## src/design/assert_macros.svh

```systemverilog
// ----------------------------------------------------------------------------
// Assertion macros
// Shared concurrent assertion forms, clocked on clk_i and disabled in reset.
// ----------------------------------------------------------------------------
`ifndef ASSERT_MACROS_SVH
`define ASSERT_MACROS_SVH

// Same-cycle implication.
`define BLAFP_ASSERT_NOW(lbl, ante, cons, msg) \
  lbl: assert property (@(posedge clk_i) disable iff (!rst_ni) (ante) |-> (cons)) \
    else $error(msg);

// Next-cycle implication.
`define BLAFP_ASSERT_NEXT(lbl, ante, cons, msg) \
  lbl: assert property (@(posedge clk_i) disable iff (!rst_ni) (ante) |=> (cons)) \
    else $error(msg);

`endif

```

## src/design/blafp_pkg.sv

```systemverilog
// ----------------------------------------------------------------------------
// blafp_pkg
// Item types and AD type codes for the advertising field parser.
// ----------------------------------------------------------------------------
package blafp_pkg;

  typedef struct packed {
    logic [7:0] data_byte;
    logic       last_byte;
  } in_item_t;

  typedef struct packed {
    logic [7:0]        flags_value;
    logic signed [7:0] tx_power;
    logic [7:0]        le_role;
    logic [15:0]       appearance;
    logic [15:0]       manufacturer_id;
    logic [15:0]       service_data_uuid;
    logic [6:0]        count_uuid16;
    logic [5:0]        count_uuid32;
    logic [3:0]        count_uuid128;
    logic [7:0]        name_offset;
    logic [7:0]        name_length;
    logic [3:0]        complete_mask;
  } out_item_t;

  // Advertising data type codes.
  localparam logic [7:0] AD_FLAGS          = 8'h01;
  localparam logic [7:0] AD_UUID16_PART    = 8'h02;
  localparam logic [7:0] AD_UUID16_FULL    = 8'h03;
  localparam logic [7:0] AD_UUID32_PART    = 8'h04;
  localparam logic [7:0] AD_UUID32_FULL    = 8'h05;
  localparam logic [7:0] AD_UUID128_PART   = 8'h06;
  localparam logic [7:0] AD_UUID128_FULL   = 8'h07;
  localparam logic [7:0] AD_NAME_SHORT     = 8'h08;
  localparam logic [7:0] AD_NAME_FULL      = 8'h09;
  localparam logic [7:0] AD_TX_POWER       = 8'h0A;
  localparam logic [7:0] AD_SVC_DATA16     = 8'h16;
  localparam logic [7:0] AD_APPEARANCE     = 8'h19;
  localparam logic [7:0] AD_LE_ROLE        = 8'h1C;
  localparam logic [7:0] AD_MANUF_SPECIFIC = 8'hFF;

  // Bits of complete_mask.
  localparam int unsigned MASK_UUID16  = 0;
  localparam int unsigned MASK_UUID32  = 1;
  localparam int unsigned MASK_UUID128 = 2;
  localparam int unsigned MASK_NAME    = 3;

endpackage

```

## src/design/blafp_out_reg.sv

```systemverilog
// ----------------------------------------------------------------------------
// blafp_out_reg
// Result register holding one summary item until the consumer takes it.
// ----------------------------------------------------------------------------
module blafp_out_reg (
  input  logic                clk_i,
  input  logic                rst_ni,
  input  logic                load_i,
  input  blafp_pkg::out_item_t item_i,
  output logic                can_load_o,
  output logic                out_valid_o,
  input  logic                out_ready_i,
  output blafp_pkg::out_item_t out_data_o
);

  logic                 valid_q;
  blafp_pkg::out_item_t item_q;

  // A new summary may be written when the slot is empty or drains this cycle.
  assign can_load_o  = !valid_q || out_ready_i;
  assign out_valid_o = valid_q;
  assign out_data_o  = item_q;

  always_ff @(posedge clk_i or negedge rst_ni) begin
    if (!rst_ni) begin
      valid_q <= 1'b0;
    end else if (load_i) begin
      valid_q <= 1'b1;
    end else if (out_ready_i) begin
      valid_q <= 1'b0;
    end
  end

  always_ff @(posedge clk_i) begin
    if (load_i) begin
      item_q <= item_i;
    end
  end

endmodule

```

## src/design/blafp_parser.sv

```systemverilog
// ----------------------------------------------------------------------------
// blafp_parser
// Length-type-value walker and summary field capture, one byte per step.
// ----------------------------------------------------------------------------
`include "assert_macros.svh"

module blafp_parser #(
  parameter int unsigned MAX_PAYLOAD = 255
) (
  input  logic                 clk_i,
  input  logic                 rst_ni,
  input  logic                 step_i,
  input  blafp_pkg::in_item_t  item_i,
  output blafp_pkg::out_item_t summary_o
);

  typedef enum logic [1:0] {
    PH_LENGTH,
    PH_TYPE,
    PH_DATA
  } phase_e;

  localparam logic [7:0] PosLimit = 8'(MAX_PAYLOAD);

  phase_e               phase_q, phase_d;
  logic [7:0]           left_q, left_d;
  logic [7:0]           type_q, type_d;
  logic [1:0]           idx_q, idx_d;     // data index, saturating at two
  logic [7:0]           pos_q, pos_d;
  logic                 stop_q, stop_d;
  logic [7:0]           pend_q, pend_d;
  blafp_pkg::out_item_t sum_q, sum_d;

  logic [7:0]  byte_w;
  logic [7:0]  dlen;
  logic [15:0] word;

  assign byte_w = item_i.data_byte;
  assign dlen   = left_q - 8'd1;
  assign word   = {byte_w, pend_q};

  always_comb begin
    phase_d = phase_q;
    left_d  = left_q;
    type_d  = type_q;
    idx_d   = idx_q;
    stop_d  = stop_q;
    pend_d  = pend_q;
    sum_d   = sum_q;
    pos_d   = (pos_q == 8'hFF) ? pos_q : pos_q + 8'd1;

    if (!stop_q && (pos_q < PosLimit)) begin
      unique case (phase_q)
        PH_TYPE: begin
          type_d  = byte_w;
          left_d  = dlen;
          idx_d   = 2'd0;
          phase_d = (dlen != 8'd0) ? PH_DATA : PH_LENGTH;
          unique case (byte_w)
            blafp_pkg::AD_UUID16_PART, blafp_pkg::AD_UUID16_FULL: begin
              sum_d.count_uuid16 = dlen[7:1];
            end
            blafp_pkg::AD_UUID32_PART, blafp_pkg::AD_UUID32_FULL: begin
              sum_d.count_uuid32 = dlen[7:2];
            end
            blafp_pkg::AD_UUID128_PART, blafp_pkg::AD_UUID128_FULL: begin
              sum_d.count_uuid128 = dlen[7:4];
            end
            blafp_pkg::AD_NAME_SHORT, blafp_pkg::AD_NAME_FULL: begin
              sum_d.name_offset = pos_q + 8'd1;
              sum_d.name_length = dlen;
            end
            default: begin
            end
          endcase
          if (byte_w == blafp_pkg::AD_UUID16_FULL) begin
            sum_d.complete_mask[blafp_pkg::MASK_UUID16] = 1'b1;
          end
          if (byte_w == blafp_pkg::AD_UUID32_FULL) begin
            sum_d.complete_mask[blafp_pkg::MASK_UUID32] = 1'b1;
          end
          if (byte_w == blafp_pkg::AD_UUID128_FULL) begin
            sum_d.complete_mask[blafp_pkg::MASK_UUID128] = 1'b1;
          end
          if (byte_w == blafp_pkg::AD_NAME_FULL) begin
            sum_d.complete_mask[blafp_pkg::MASK_NAME] = 1'b1;
          end
        end
        PH_DATA: begin
          if (idx_q == 2'd0) begin
            unique case (type_q)
              blafp_pkg::AD_FLAGS:    sum_d.flags_value = byte_w;
              blafp_pkg::AD_TX_POWER: sum_d.tx_power    = $signed(byte_w);
              blafp_pkg::AD_LE_ROLE:  sum_d.le_role     = byte_w;
              blafp_pkg::AD_APPEARANCE, blafp_pkg::AD_MANUF_SPECIFIC,
              blafp_pkg::AD_SVC_DATA16: pend_d = byte_w;
              default: begin
              end
            endcase
          end else if (idx_q == 2'd1) begin
            unique case (type_q)
              blafp_pkg::AD_APPEARANCE:     sum_d.appearance        = word;
              blafp_pkg::AD_MANUF_SPECIFIC: sum_d.manufacturer_id   = word;
              blafp_pkg::AD_SVC_DATA16:     sum_d.service_data_uuid = word;
              default: begin
              end
            endcase
          end
          if (idx_q != 2'd2) begin
            idx_d = idx_q + 2'd1;
          end
          left_d = dlen;
          if (dlen == 8'd0) begin
            phase_d = PH_LENGTH;
          end
        end
        default: begin
          // Length byte; zero ends parsing for the rest of the payload.
          if (byte_w == 8'd0) begin
            stop_d = 1'b1;
          end else begin
            left_d  = byte_w;
            phase_d = PH_TYPE;
          end
        end
      endcase
    end
  end

  assign summary_o = sum_d;

  always_ff @(posedge clk_i or negedge rst_ni) begin
    if (!rst_ni) begin
      phase_q <= PH_LENGTH;
      left_q  <= '0;
      type_q  <= '0;
      idx_q   <= '0;
      pos_q   <= '0;
      stop_q  <= 1'b0;
      pend_q  <= '0;
      sum_q   <= '0;
    end else if (step_i) begin
      if (item_i.last_byte) begin
        phase_q <= PH_LENGTH;
        left_q  <= '0;
        type_q  <= '0;
        idx_q   <= '0;
        pos_q   <= '0;
        stop_q  <= 1'b0;
        pend_q  <= '0;
        sum_q   <= '0;
      end else begin
        phase_q <= phase_d;
        left_q  <= left_d;
        type_q  <= type_d;
        idx_q   <= idx_d;
        pos_q   <= pos_d;
        stop_q  <= stop_d;
        pend_q  <= pend_d;
        sum_q   <= sum_d;
      end
    end
  end

  `BLAFP_ASSERT_NEXT(a_packet_restart, step_i && item_i.last_byte,
                     pos_q == 8'd0 && phase_q == PH_LENGTH && !stop_q,
                     "parser state not cleared after the last byte")
  `BLAFP_ASSERT_NEXT(a_pos_advance, step_i && !item_i.last_byte && pos_q != 8'hFF,
                     pos_q == $past(pos_q) + 8'd1,
                     "payload position did not advance by one")

endmodule

```

## src/design/ble_advertising_field_parser_core.sv

```systemverilog
// Order: a byte is registered at its acceptance and parsed from the input register;
// the summary is registered in the result register when the last byte is parsed.
// Throughput: one byte per cycle, set by the single-pass parse between the input
// register and the result register; a last byte waits only while a summary is held.
// Reset: rst_ni clears the parse state, the captured fields and both valid flags.
// ----------------------------------------------------------------------------
// ble_advertising_field_parser_core
// Walks the AD structures of a BLE advertising payload, one byte per item, and
// emits one summary item at the byte marked last.
// ----------------------------------------------------------------------------
`include "assert_macros.svh"

module ble_advertising_field_parser_core #(
  parameter int unsigned MAX_PAYLOAD = 255
) (
  input  logic                 clk_i,
  input  logic                 rst_ni,
  input  logic                 in_valid_i,
  output logic                 in_ready_o,
  input  blafp_pkg::in_item_t  in_data_i,
  output logic                 out_valid_o,
  input  logic                 out_ready_i,
  output blafp_pkg::out_item_t out_data_o
);

  // Input register: holds the byte that the parser consumes in this cycle.
  logic                 in_valid_q;
  blafp_pkg::in_item_t  in_q;

  // The parser steps whenever a byte is held, except that a last byte must
  // wait until the result register can take its summary.
  logic                 advance;
  logic                 can_load;
  blafp_pkg::out_item_t summary;

  assign advance    = in_valid_q && (!in_q.last_byte || can_load);
  assign in_ready_o = !in_valid_q || advance;

  always_ff @(posedge clk_i or negedge rst_ni) begin
    if (!rst_ni) begin
      in_valid_q <= 1'b0;
    end else if (in_ready_o) begin
      in_valid_q <= in_valid_i;
    end
  end

  always_ff @(posedge clk_i) begin
    if (in_valid_i && in_ready_o) begin
      in_q <= in_data_i;
    end
  end

  // The parser updates its state with each byte; its summary output already
  // includes the byte being parsed, so a last byte yields the final summary.
  blafp_parser #(
    .MAX_PAYLOAD(MAX_PAYLOAD)
  ) u_parser (
    .clk_i    (clk_i),
    .rst_ni   (rst_ni),
    .step_i   (advance),
    .item_i   (in_q),
    .summary_o(summary)
  );

  // Result register: parts the consumer from the parser, so bytes of the next
  // payload keep flowing while a summary waits to be taken.
  blafp_out_reg u_out_reg (
    .clk_i      (clk_i),
    .rst_ni     (rst_ni),
    .load_i     (advance && in_q.last_byte),
    .item_i     (summary),
    .can_load_o (can_load),
    .out_valid_o(out_valid_o),
    .out_ready_i(out_ready_i),
    .out_data_o (out_data_o)
  );

  `BLAFP_ASSERT_NOW(a_no_summary_overwrite, advance && in_q.last_byte,
                    !out_valid_o || out_ready_i,
                    "summary loaded over one not yet taken")
  `BLAFP_ASSERT_NEXT(a_summary_follows_last, advance && in_q.last_byte,
                     out_valid_o,
                     "no summary after the last byte was parsed")

endmodule

```

## config.mk

```make
export PLATFORM = sky130hd
export DESIGN_NAME = ble_advertising_field_parser_core
export DESIGN_NICKNAME = d
export VERILOG_FILES = /design/src/design/blafp_pkg.sv /design/src/design/blafp_out_reg.sv /design/src/design/blafp_parser.sv /design/src/design/ble_advertising_field_parser_core.sv
export VERILOG_INCLUDE_DIRS = /design/src /design/src/design
export SDC_FILE = /design/constraint.sdc
export NUM_CORES = 1
export LEC_CHECK = 0
export ABC_AREA = 0
export BUFFER_PORTS_ARGS = -buffer_cell sky130_fd_sc_hd__buf_2
export CORE_ASPECT_RATIO = 0.5
export CORE_MARGIN = 2
export CORE_UTILIZATION = 40
export CTS_CLUSTER_DIAMETER = 80
export DETAILED_ROUTE_END_ITERATION = 8
export HOLD_SLACK_MARGIN = 0.12
export SLEW_MARGIN = 5
export SYNTH_ARGS = -nofsm -noshare
export SYNTH_HDL_FRONTEND = slang
export SYNTH_HIERARCHICAL = 1
export SYNTH_SLANG_ARGS = --single-unit
```

## constraint.sdc

```tcl
create_clock -name clk_i -period 6.6 [get_ports clk_i]
set_input_delay 1.32 -clock clk_i [delete_from_list [all_inputs] [get_ports clk_i]]
set_output_delay 1.32 -clock clk_i [all_outputs]
set_load 0.01 [all_outputs]
```

Word-level counts from Yosys, hierarchy flattened
Index checks and enable logic that the tools add are counted.
- $add $sub $neg: 3
- $lt $le $gt $ge: 1
- multiplexer cells: 51
- reduce and logical (&&, ||, !) cells: 36
- equal/unequal tests: 25
- operators by type and width (cell ; number):
    two-way mux 109 bit ; 2
    two-way mux 8 bit ; 17
    two-way mux 48 bit ; 2
    two-way mux 72 bit ; 1
    two-way mux 16 bit ; 4
    two-way mux 37 bit ; 1
    equality test 8 x 3 -> 1 bit, second input constant ; 4
    equality test 8 x 4 -> 1 bit, second input constant ; 3
    equality test 8 x 5 -> 1 bit, second input constant ; 3
    two-way mux 24 bit ; 1
    equality test 8 x 2 -> 1 bit, second input constant ; 2
    equality test 8 bit, second input constant ; 2
    zero test 8 bit ; 2
    two-way mux 2 bit ; 8
    nonzero test 2 bit ; 7
    AND reduction 4 bit ; 3
    two-way mux 1 bit ; 10
    OR reduction 2 bit ; 5
    adder 8 x 1 -> 8 bit, second input constant ; 1
    equality test 8 x 1 -> 1 bit, second input constant ; 1
    less-than comparator 8 bit, second input constant ; 1
    one-hot mux 2 bit (2 select lines) ; 2
    nonzero test 8 bit ; 1
    subtractor 8 x 1 -> 8 bit, second input constant ; 1
    20 further kinds ; 32
- output and inout bits: 111
- register bits after elaboration: 266
- input bits: 13
- logic and storage cells: 151

Logic depth before layout (Yosys ltp)
Gate-level depths: netlist of run 1.
- depth after elaboration: 7
- mapped depth: 9
- depth with buffers taken out: 8

By module
The synthesis of run 1 kept the hierarchy.
- modules (own cells, without submodules) (module ; sequential area each (um^2) ; instances ; cells an instance ; area an instance (um^2)):
    blafp_parser ; 3653.5 ; 1 ; 776 ; 7923.8
    blafp_out_reg ; 3298.2 ; 1 ; 112 ; 3320.7
    ble_advertising_field_parser_core ; 295.3 ; 1 ; 16 ; 349.1

Worst setup path after synthesis of run 1
Ideal clock, no wire load.
- path type: input to register
- start: input port out_ready_i
- end: register u_out_reg.item_q (netlist bit u_out_reg/out_data_o[0]), enable pin
- setup time: 420 ps
- required time: 6180 ps
- buffers on the path: 0
- setup slack: 3329 ps
- stages on the path: 2
- arrival time: 2851 ps
- path through: nand2b_4 > and3_2
- cells in the longest elaborated chain, start to end: 4
- ends and longest elaborated chain (item ; RTL line ; RTL):
    start, declared ; ble_advertising_field_parser_core.sv:22 ; input logic out_ready_i,
    logical OR 1 bit ; blafp_out_reg.sv:20 ; assign can_load_o = !valid_q || out_ready_i;
    logical OR 1 bit ; ble_advertising_field_parser_core.sv:36 ; assign advance = in_valid_q && (!in_q.last_byte || can_load);
    logical AND 1 bit ; ble_advertising_field_parser_core.sv:36 ;
    logical AND 1 bit ; ble_advertising_field_parser_core.sv:70 ; .load_i (advance && in_q.last_byte),
    end signal, assigned ; blafp_out_reg.sv:36 ; item_q <= item_i;
    end, declared ; blafp_out_reg.sv:17 ; blafp_pkg::out_item_t item_q;
Every way passes these cells.
A chain may end at the register's enable or synchronous reset.

Final worst setup path of run 1
- start: input port out_ready_i
- end: register u_parser/sum_q[49] (netlist bit)
- cells in the longest elaborated chain, start to end: 3
- ends and longest elaborated chain (item ; RTL line ; RTL):
    logical OR 1 bit ; blafp_out_reg.sv:20 ;
    via can_load ; ble_advertising_field_parser_core.sv:33 ; logic can_load;
    logical OR 1 bit ; ble_advertising_field_parser_core.sv:36 ;
    logical AND 1 bit ; ble_advertising_field_parser_core.sv:36 ;
    via advance ; ble_advertising_field_parser_core.sv:32 ; logic advance;
    end signal, assigned ; blafp_parser.sv:160 ; sum_q <= sum_d;
    end, declared ; blafp_parser.sv:32 ; blafp_pkg::out_item_t sum_q, sum_d;
The timed path passes the listed nets, and every way through them passes these cells.

==> summary.md, run 1 <==
| Metric | Value |
|---|---|
| Initial DRC count | `704` |
| Initial antenna violation count | `0` |
| DPL Wire Length | `17.5 mm` |
| Seq/Total Area, Yosys | `0.625` |
| Post-synthesis async set-or-reset flop share | `0.556` |
| Clock power frac | `0.363` |
| YS warnings | `6` |
| Switching Fraction | `0.276` |
| Placed Area | `between 0.01 and 0.015 mm²` |
| Wire length on met3 | `1.28 mm` |
| CP top delay family | `simple AND/OR/NAND/NOR gates` |
| Slew Viols, Final | `0` |
| First-pass GRT wire length | `between 40 and 50 mm` |
| Worst hold stages | `1` |
| Final net count | `1020` |
| Comb pwr share | `0.131` |
| EDFF count, synth | `approximately 120` |
| Reg clk slew, reported paths | `roughly 0.06 ns` |
| Worst slew margin | `0.191` |
| Synth top area cells | `dfrtp_1 (32%), edfxtp_1 (31%), mux2_2 (5.7%)` |
| Status | `completed` |
| Gpl congestion | `0.831` |
| Die Width | `between 200 and 250 µm` |
| H-tree levels | `1` |
| Routed len/inst | `19.9 µm` |
| Core area | `between 0.02 and 0.03 mm²` |
| Pwr dens | `283 mW/mm²` |
| Area of the mapped netlist | `0.0116 mm²` |
| Buf/Inv on CP | `4` |
| Vias | `between 7000 and 8000` |
| Share of cells above drive strength 1 | `0.245` |
| Worst skew pair latency | `~0.55 ns` |
| Clock sinks | `266` |
| Crit-path cells | `buf_2 -> nand2b_4 -> inv_1 -> a21boi_4 -> buf_4 -> inv_2 -> nor3b_2 -> a22oi_1 -> o2bb2ai_1` |
| CP endpoint kind | `flip-flop` |
| Max incr delay on CP | `approximately 0.94 ns` |
| Fin crit share | `0.524` |
| Met2 wire len | `roughly 13 mm` |
| Max_cap viols | `0` |
| Synth Flop Type | `dfrtp_1` |
| Reg power frac | `0.506` |
| Distinct cells, synth | `74` |
| GRT Residual Overflow | `0` |
| Synth Area per Inst | `roughly 13 µm²` |
| Setup_tns | `0 ns` |
| Initial Util | `0.413` |
| Pint | `between 0.002 and 0.003 W` |
| CTS tree | `built` |
| Final Hold Fails | `0` |
| Resized cells post-CTS | `0` |
| CTS Buf Count | `24` |
| Reg2Reg Setup Slack | `3.26 ns` |
| Routed vias/inst | `~5.6` |
| TritonRoute pass-1 iters | `5` |
| Uppermost routed layer | `met4` |
| Crit Path Category | `input port to flip-flop` |
| Post-synth top area cell | `dfrtp_1` |
| Syn_nets | `925` |
| Ant diodes | `0` |
| Worst slew pin tran | `between 1 and 1.5 ns` |
| # Post-CTS Setup Buffers | `0` |
| Final instance area | `~0.013 mm²` |
| Std-Cell Rows | `between 40 and 50` |
| Max FO, Critical Path | `47` |
| RSZ-0062 raised after global routing | `false` |
| Total GRT Usage | `0.182` |
| Psw | `0.00104 W` |
| # IOs | `roughly 120` |
| Max VDD drop | `about 0.00018 V` |
| M1 WL | `approximately 13 mm` |
| Cts-stage hold buffer count | `0` |
| Crit-path slowest cell | `nor3b_2` |
| Leak | `5.47 nW` |
| R2r worst-path depth | `5` |
| WP depth | `9` |
| CP arrival | `3.92 ns` |
| Worst slack, placed | `between 2 and 3 ns` |
| Final Critical Period | `around 3.5 ns` |
| Final wirelength | `27.9 mm` |
| Clock root buffer master | `clkbuf_16` |
| Die Area | `between 0.03 and 0.04 mm²` |
| Area delta synth->final | `14.5%` |
| Skew final | `about 0.026 ns` |
| Maximum buffer depth of the clock tree | `3` |
| Vias in the first global route | `between 7000 and 8000` |
| Syn Inst Count | `904` |
| CP required | `7.06 ns` |
| Share of the synthesized area in the top cell type | `0.319` |
| Hold Path Class | `flip-flop to flip-flop` |
| Setup WS post-layout | `3.14 ns` |
| Startpoint Class | `input port` |
| #FFs+latches synth | `266` |
| Number of setup violations in the final report | `0` |
| Port bufs | `around 120` |
| Die Span Y | `around 120 µm` |
| Pin count of the biggest net entering global routing | `90` |
| # DRC | `0` |
| Remaining antenna violation count after routing | `0` |
| Max Freq | `289 MHz` |
state kept, by name (all words and copies together) (netlist names):
signal / flops
in_valid_q: 1
u_parser/sum_q: 109
u_parser/pend_q: 8
u_parser/pos_q: 8
u_out_reg/out_data_o: 109
u_parser/stop_q: 1
in_q: 9
u_parser/idx_q: 2
u_parser/left_q: 8
u_parser/phase_q: 2
u_parser/type_q: 8
u_out_reg/out_valid_o: 1
path summary, 6_finish.rpt:
path / start / to
setup / recovery: out_ready_i / u_parser/sum_q[49]
hold / removal: u_parser/sum_q[93] / u_parser/sum_q[93]
setup reg to reg: in_q[8] / u_out_reg/out_data_o[30]
hold reg to reg: u_parser/sum_q[93] / u_parser/sum_q[93]
max in group asynchronous: rst_ni / u_parser/type_q[5]
min in group asynchronous: rst_ni / u_parser/sum_q[73]
through the flow:
step,std cells,total power (W),utilization,hold WS [ns]
2_1_floorplan,904,0.00224,-,0.449
3_3_place_gp,1355,0.00241,0.446,0.466
3_5_place_dp,1355,0.00243,0.446,0.472
4_1_cts,1399,0.00379,0.473,0.487
5_1_grt,1399,0.00393,0.473,0.495
6_report,1399,0.00376,0.473,0.485
power groups by stage:
stage                     Combinational (W)  Clock [W]  Sequential [W]
after floorplan                    0.000324          0         0.00192
after global placement             0.000483          0         0.00193
after detailed placement           0.000492          0         0.00194
after CTS                          0.000493    0.00140         0.00190
after global routing               0.000544    0.00147         0.00191
final                              0.000492    0.00137         0.00190
cells in the final DEF, fill, tap and decap left out, types with 19 or more instances in the layout:
cell type	synthesis	routed
dfrtp_1	148	148
buf_2	9	122
edfxtp_1	118	118
nand2_1	81	81
o2bb2ai_1	63	63
o21ai_0	63	63
mux2_2	59	59
a22o_1	38	38
inv_1	25	25
clkbuf_16	0	24
nor2_1	21	21
nand3_1	19	19
kinds of logic after synthesis:
group,synth area share
flip-flops,0.625
buffers and inverters,0.0313
AO/OA/AOI/OAI,0.173
adder cells (fa/ha/maj),0.00863
XOR/XNOR,0.0106
AND/OR/NAND/NOR,0.0922
multiplexers,0.0590
synthesized netlist by cell type (3+ instances only):
master       n
nor2b_1      8
nor2_1      21
and4_1       3
o31ai_1     10
xnor2_1      9
dfrtp_1    148
a22oi_1     16
nor3_1      10
inv_1       25
ha_1         8
buf_1        4
mux2_2      59
a21oi_1     18
a31oi_1      9
nand4_1      3
a22o_1      38
a21o_1       6
a2bb2oi_1    3
buf_2        9
clkbuf_1    48
o2bb2ai_1   63
edfxtp_1   118
o221ai_1     8
and2_1       4
xor2_1       5
and3_1       5
nor3b_1      4
or3_1        3
nand3_1     19
or4_4        3
nand4b_1     3
o21ai_1      6
o21ai_0     63
nand2b_1     3
nor4_1       6
a32o_1      10
nand2_1     81
layer usage:
metal  vias up  track usage
met4         0       0.0434
met2       180        0.276
met5         -            0
li1       3637            -
met3        46       0.0328
met1      3973        0.271
final cells by class:
class / instances / area (µm²)
tap: 382 / 478
clock inverter: 11 / 88.8
multi-input combinational: 547 / 4000
clock buffer: 33 / 664
timing repair buffer: 134 / 704
fill: 2546 / 14800
inverter: 26 / 97.6
sequential: 266 / 7250
(Power assumes the default switching activity.)
==> run 2: changes to the inputs <==
- clock period: 6.6 -> 3.5 ns (I/O delays scaled with it)
==> run 2 against run 1 <==
Sequential power rose by 88%. Final cell count is 1.7% higher. Cell area grew 2.4%. Sequential share of layout area fell by 1.3 points. Count of clock-buffer cells in the layout down 5. Routed wire length grew 4.0%. First-iteration DRC count grew 1.1%. Clock skew decreased by 0.012 ns. Via count rose by 2.6%. Non-clock buffer count grew 22. Core utilization up 1.1 points. Critical path depth fell by 2. Largest cell class unchanged. Largest power group unchanged.
==> summary.md, run 2 (synthesis results as in run 1) <==
| Metric | Value |
|---|---|
| Status | `completed` |
| Clock power frac | `0.394 (+0.031)` |
| Reg power frac | `0.477 (-0.029)` |
| Die Area | `0.0304 mm² (unchanged)` |
| Share of cells above drive strength 1 | `0.267 (+0.0222)` |
| DPL Wire Length | `19.0 mm (+8.7%)` |
| Initial DRC count | `712 (+1.1%)` |
| Initial antenna violation count | `0 (unchanged)` |
| FF-to-FF Start | `u_parser/phase_q[0]` |
| RSZ-0062 raised after global routing | `false` |
| TritonRoute pass-1 iters | `5 (unchanged)` |
| Worst slew margin | `0.227 (+0.0357)` |
| Pin count of the biggest net entering global routing | `74 (-18%)` |
| Pint | `0.00551 W (+100%)` |
| Initial Util | `0.413 (unchanged)` |
| Vias in the first global route | `8017 (+4.7%)` |
| Switching Fraction | `0.264 (-0.0116)` |
| Skew final | `0.0141 ns (-0.0123 ns)` |
| Routed vias/inst | `5.65 (+0.89%)` |
| # Post-CTS Setup Buffers | `0 (unchanged)` |
| CP endpoint kind | `flip-flop` |
| CP arrival | `3.36 ns (-0.56 ns)` |
| Port bufs | `123 (unchanged)` |
| Worst slew pin tran | `1.15 ns (-0.0531 ns)` |
| Dpl cells | `1377 (+1.6%)` |
| Post-route insts no fill | `1423 (+1.7%)` |
| Gpl congestion | `0.862 (+3.7%)` |
| Crit Path Category | `flip-flop to flip-flop` |
| Final wirelength | `29.0 mm (+4.0%)` |
| Reg-to-reg endpoint | `u_parser/left_q[0]` |
| Resized cells post-CTS | `0 (unchanged)` |
| Number of setup violations in the final report | `0 (unchanged)` |
| Routed len/inst | `20.4 µm (+2.2%)` |
| Cts-stage hold buffer count | `0 (unchanged)` |
| Maximum buffer depth of the clock tree | `3 (unchanged)` |
| Max VDD drop | `0.000297 V (+68%)` |
| Clock root buffer master | `clkbuf_16` |
| Max_cap viols | `0 (unchanged)` |
| Reg2Reg Setup Slack | `0.57 ns (-2.69 ns)` |
| Reg clk slew, reported paths | `0.07 ns (about the same)` |
| First-pass GRT wire length | `46.0 mm (+4.2%)` |
| # DRC | `0 (unchanged)` |
| Setup_tns | `0 ns (unchanged)` |
| CTS Buf Count | `25 (+4.2%)` |
| Core area | `0.0281 mm² (unchanged)` |
| Total GRT Usage | `0.190 (+0.00808)` |
| Slew Viols, Final | `0 (unchanged)` |
| Die Span Y | `124 µm (unchanged)` |
| Std-Cell Rows | `43 (unchanged)` |
| Ant diodes | `0 (unchanged)` |
| Die Width | `245 µm (unchanged)` |
| Pwr Total | `0.00749 W (+99%)` |
| Area delta synth->final | `17.3%` |
| Max Freq | `~340 MHz` |
| Psw | `0.00198 W (+91%)` |
| # IOs | `124 (unchanged)` |
| R2r worst-path depth | `7 (+2)` |
| Comb pwr share | `0.129 (-0.002)` |
| Pwr dens | `551 mW/mm² (+94%)` |
| Remaining antenna violation count after routing | `0 (unchanged)` |
| Leak | `5.65 nW (+3.2%)` |
| Worst skew pair latency | `0.54 ns (about the same)` |
| H-tree levels | `1 (unchanged)` |
| Final Critical Period | `between 2 and 3 ns` |
| Most common cell after layout, fill and taps aside | `dfrtp_1` |
| Fillers | `2530 (-0.63%)` |
| Hold Path Class | `input port to async pin` |
| CP required | `3.92 ns (-3.14 ns)` |
| Final Hold Fails | `0 (unchanged)` |
| GRT Residual Overflow | `0 (unchanged)` |
| Max FO, Critical Path | `16 (-66%)` |
| CTS tree | `built` |
| Clock sinks | `266 (unchanged)` |
| Fin crit share | `0.838` |
| Post-layout util | `0.484 (+0.0115)` |
| Final net count | `1043 (+2.3%)` |
| Vias | `8041 (+2.6%)` |
| Most frequent cells in the layout | `dfrtp_1 (148), buf_2 (122), edfxtp_1 (118)` |
| Startpoint Class | `flip-flop` |
## run 2: power groups by stage
| stage | clock network [W] | registers (W) | logic (W) |
|---|---|---|---|
| 6_report | 0.00295 | 0.00357 | 0.000969 |
| 3_5_place_dp | 0 | 0.00364 | 0.000971 |
| 2_1_floorplan | 0 | 0.00361 | 0.000610 |
| 5_1_grt | 0.00316 | 0.00359 | 0.00106 |
| 3_3_place_gp | 0 | 0.00363 | 0.000946 |
| 4_1_cts | 0.00302 | 0.00357 | 0.000973 |
## run 2: worst max-delay path: stages (launching register included)
cell and delay (ns):
dfrtp_1 0.35, inv_1 0.06, ha_1 0.56, or3b_2 0.48, or4_4 0.44, a41oi_2 0.58
a21oi_1 0.15, a22o_1 0.20
## run 2: worst max-delay path by stage
stage / startpoint / end / slack [ns] / cells past startpoint
CTS: in_q[8] / u_out_reg/out_data_o[27] / 0.61 / 5
global route: u_parser/phase_q[0] / u_parser/left_q[0] / 0.38 / 7
floorplan: out_ready_i / u_out_reg/out_data_o[0] / 0.85 / 2
global placement: u_parser/phase_q[0] / u_parser/left_q[0] / 0.68 / 7
detailed placement: in_q[8] / u_out_reg/out_data_o[27] / 0.61 / 5
finish: u_parser/phase_q[0] / u_parser/left_q[0] / 0.57 / 7
## run 2: final cells by class
cell class,count,area [µm²],area share
timing repair buffer,156,895,0.0658
inverter,26,97.6,0.00718
clock inverter,18,249,0.0183
sequential,266,7250,0.533
multi-input combinational,547,4000,0.294
clock buffer,28,637,0.0468
tap,382,478,0.0351
## run 2: per-layer routing
metal | wire, µm | share of wire | GRT usage
met4 | 502 | 0.017 | 0.0434
met3 | 1650 | 0.057 | 0.0360
met5 | 0 | 0 | 0
met2 | 13500 | 0.47 | 0.297
met1 | 13300 | 0.46 | 0.275
## run 2: per-stage QoR
| stage | cell area [µm²] | hold WS [ns] | worst slack, ns |
|---|---|---|---|
| 2_1_floorplan | 11600 | 0.404 | 0.849 |
| 3_3_place_gp | 12700 | 0.465 | 0.679 |
| 3_5_place_dp | 12700 | 0.467 | 0.613 |
| 4_1_cts | 13600 | 0.202 | 0.607 |
| 5_1_grt | 13600 | 0.226 | 0.378 |
| 6_report | 13600 | 0.179 | 0.567 |
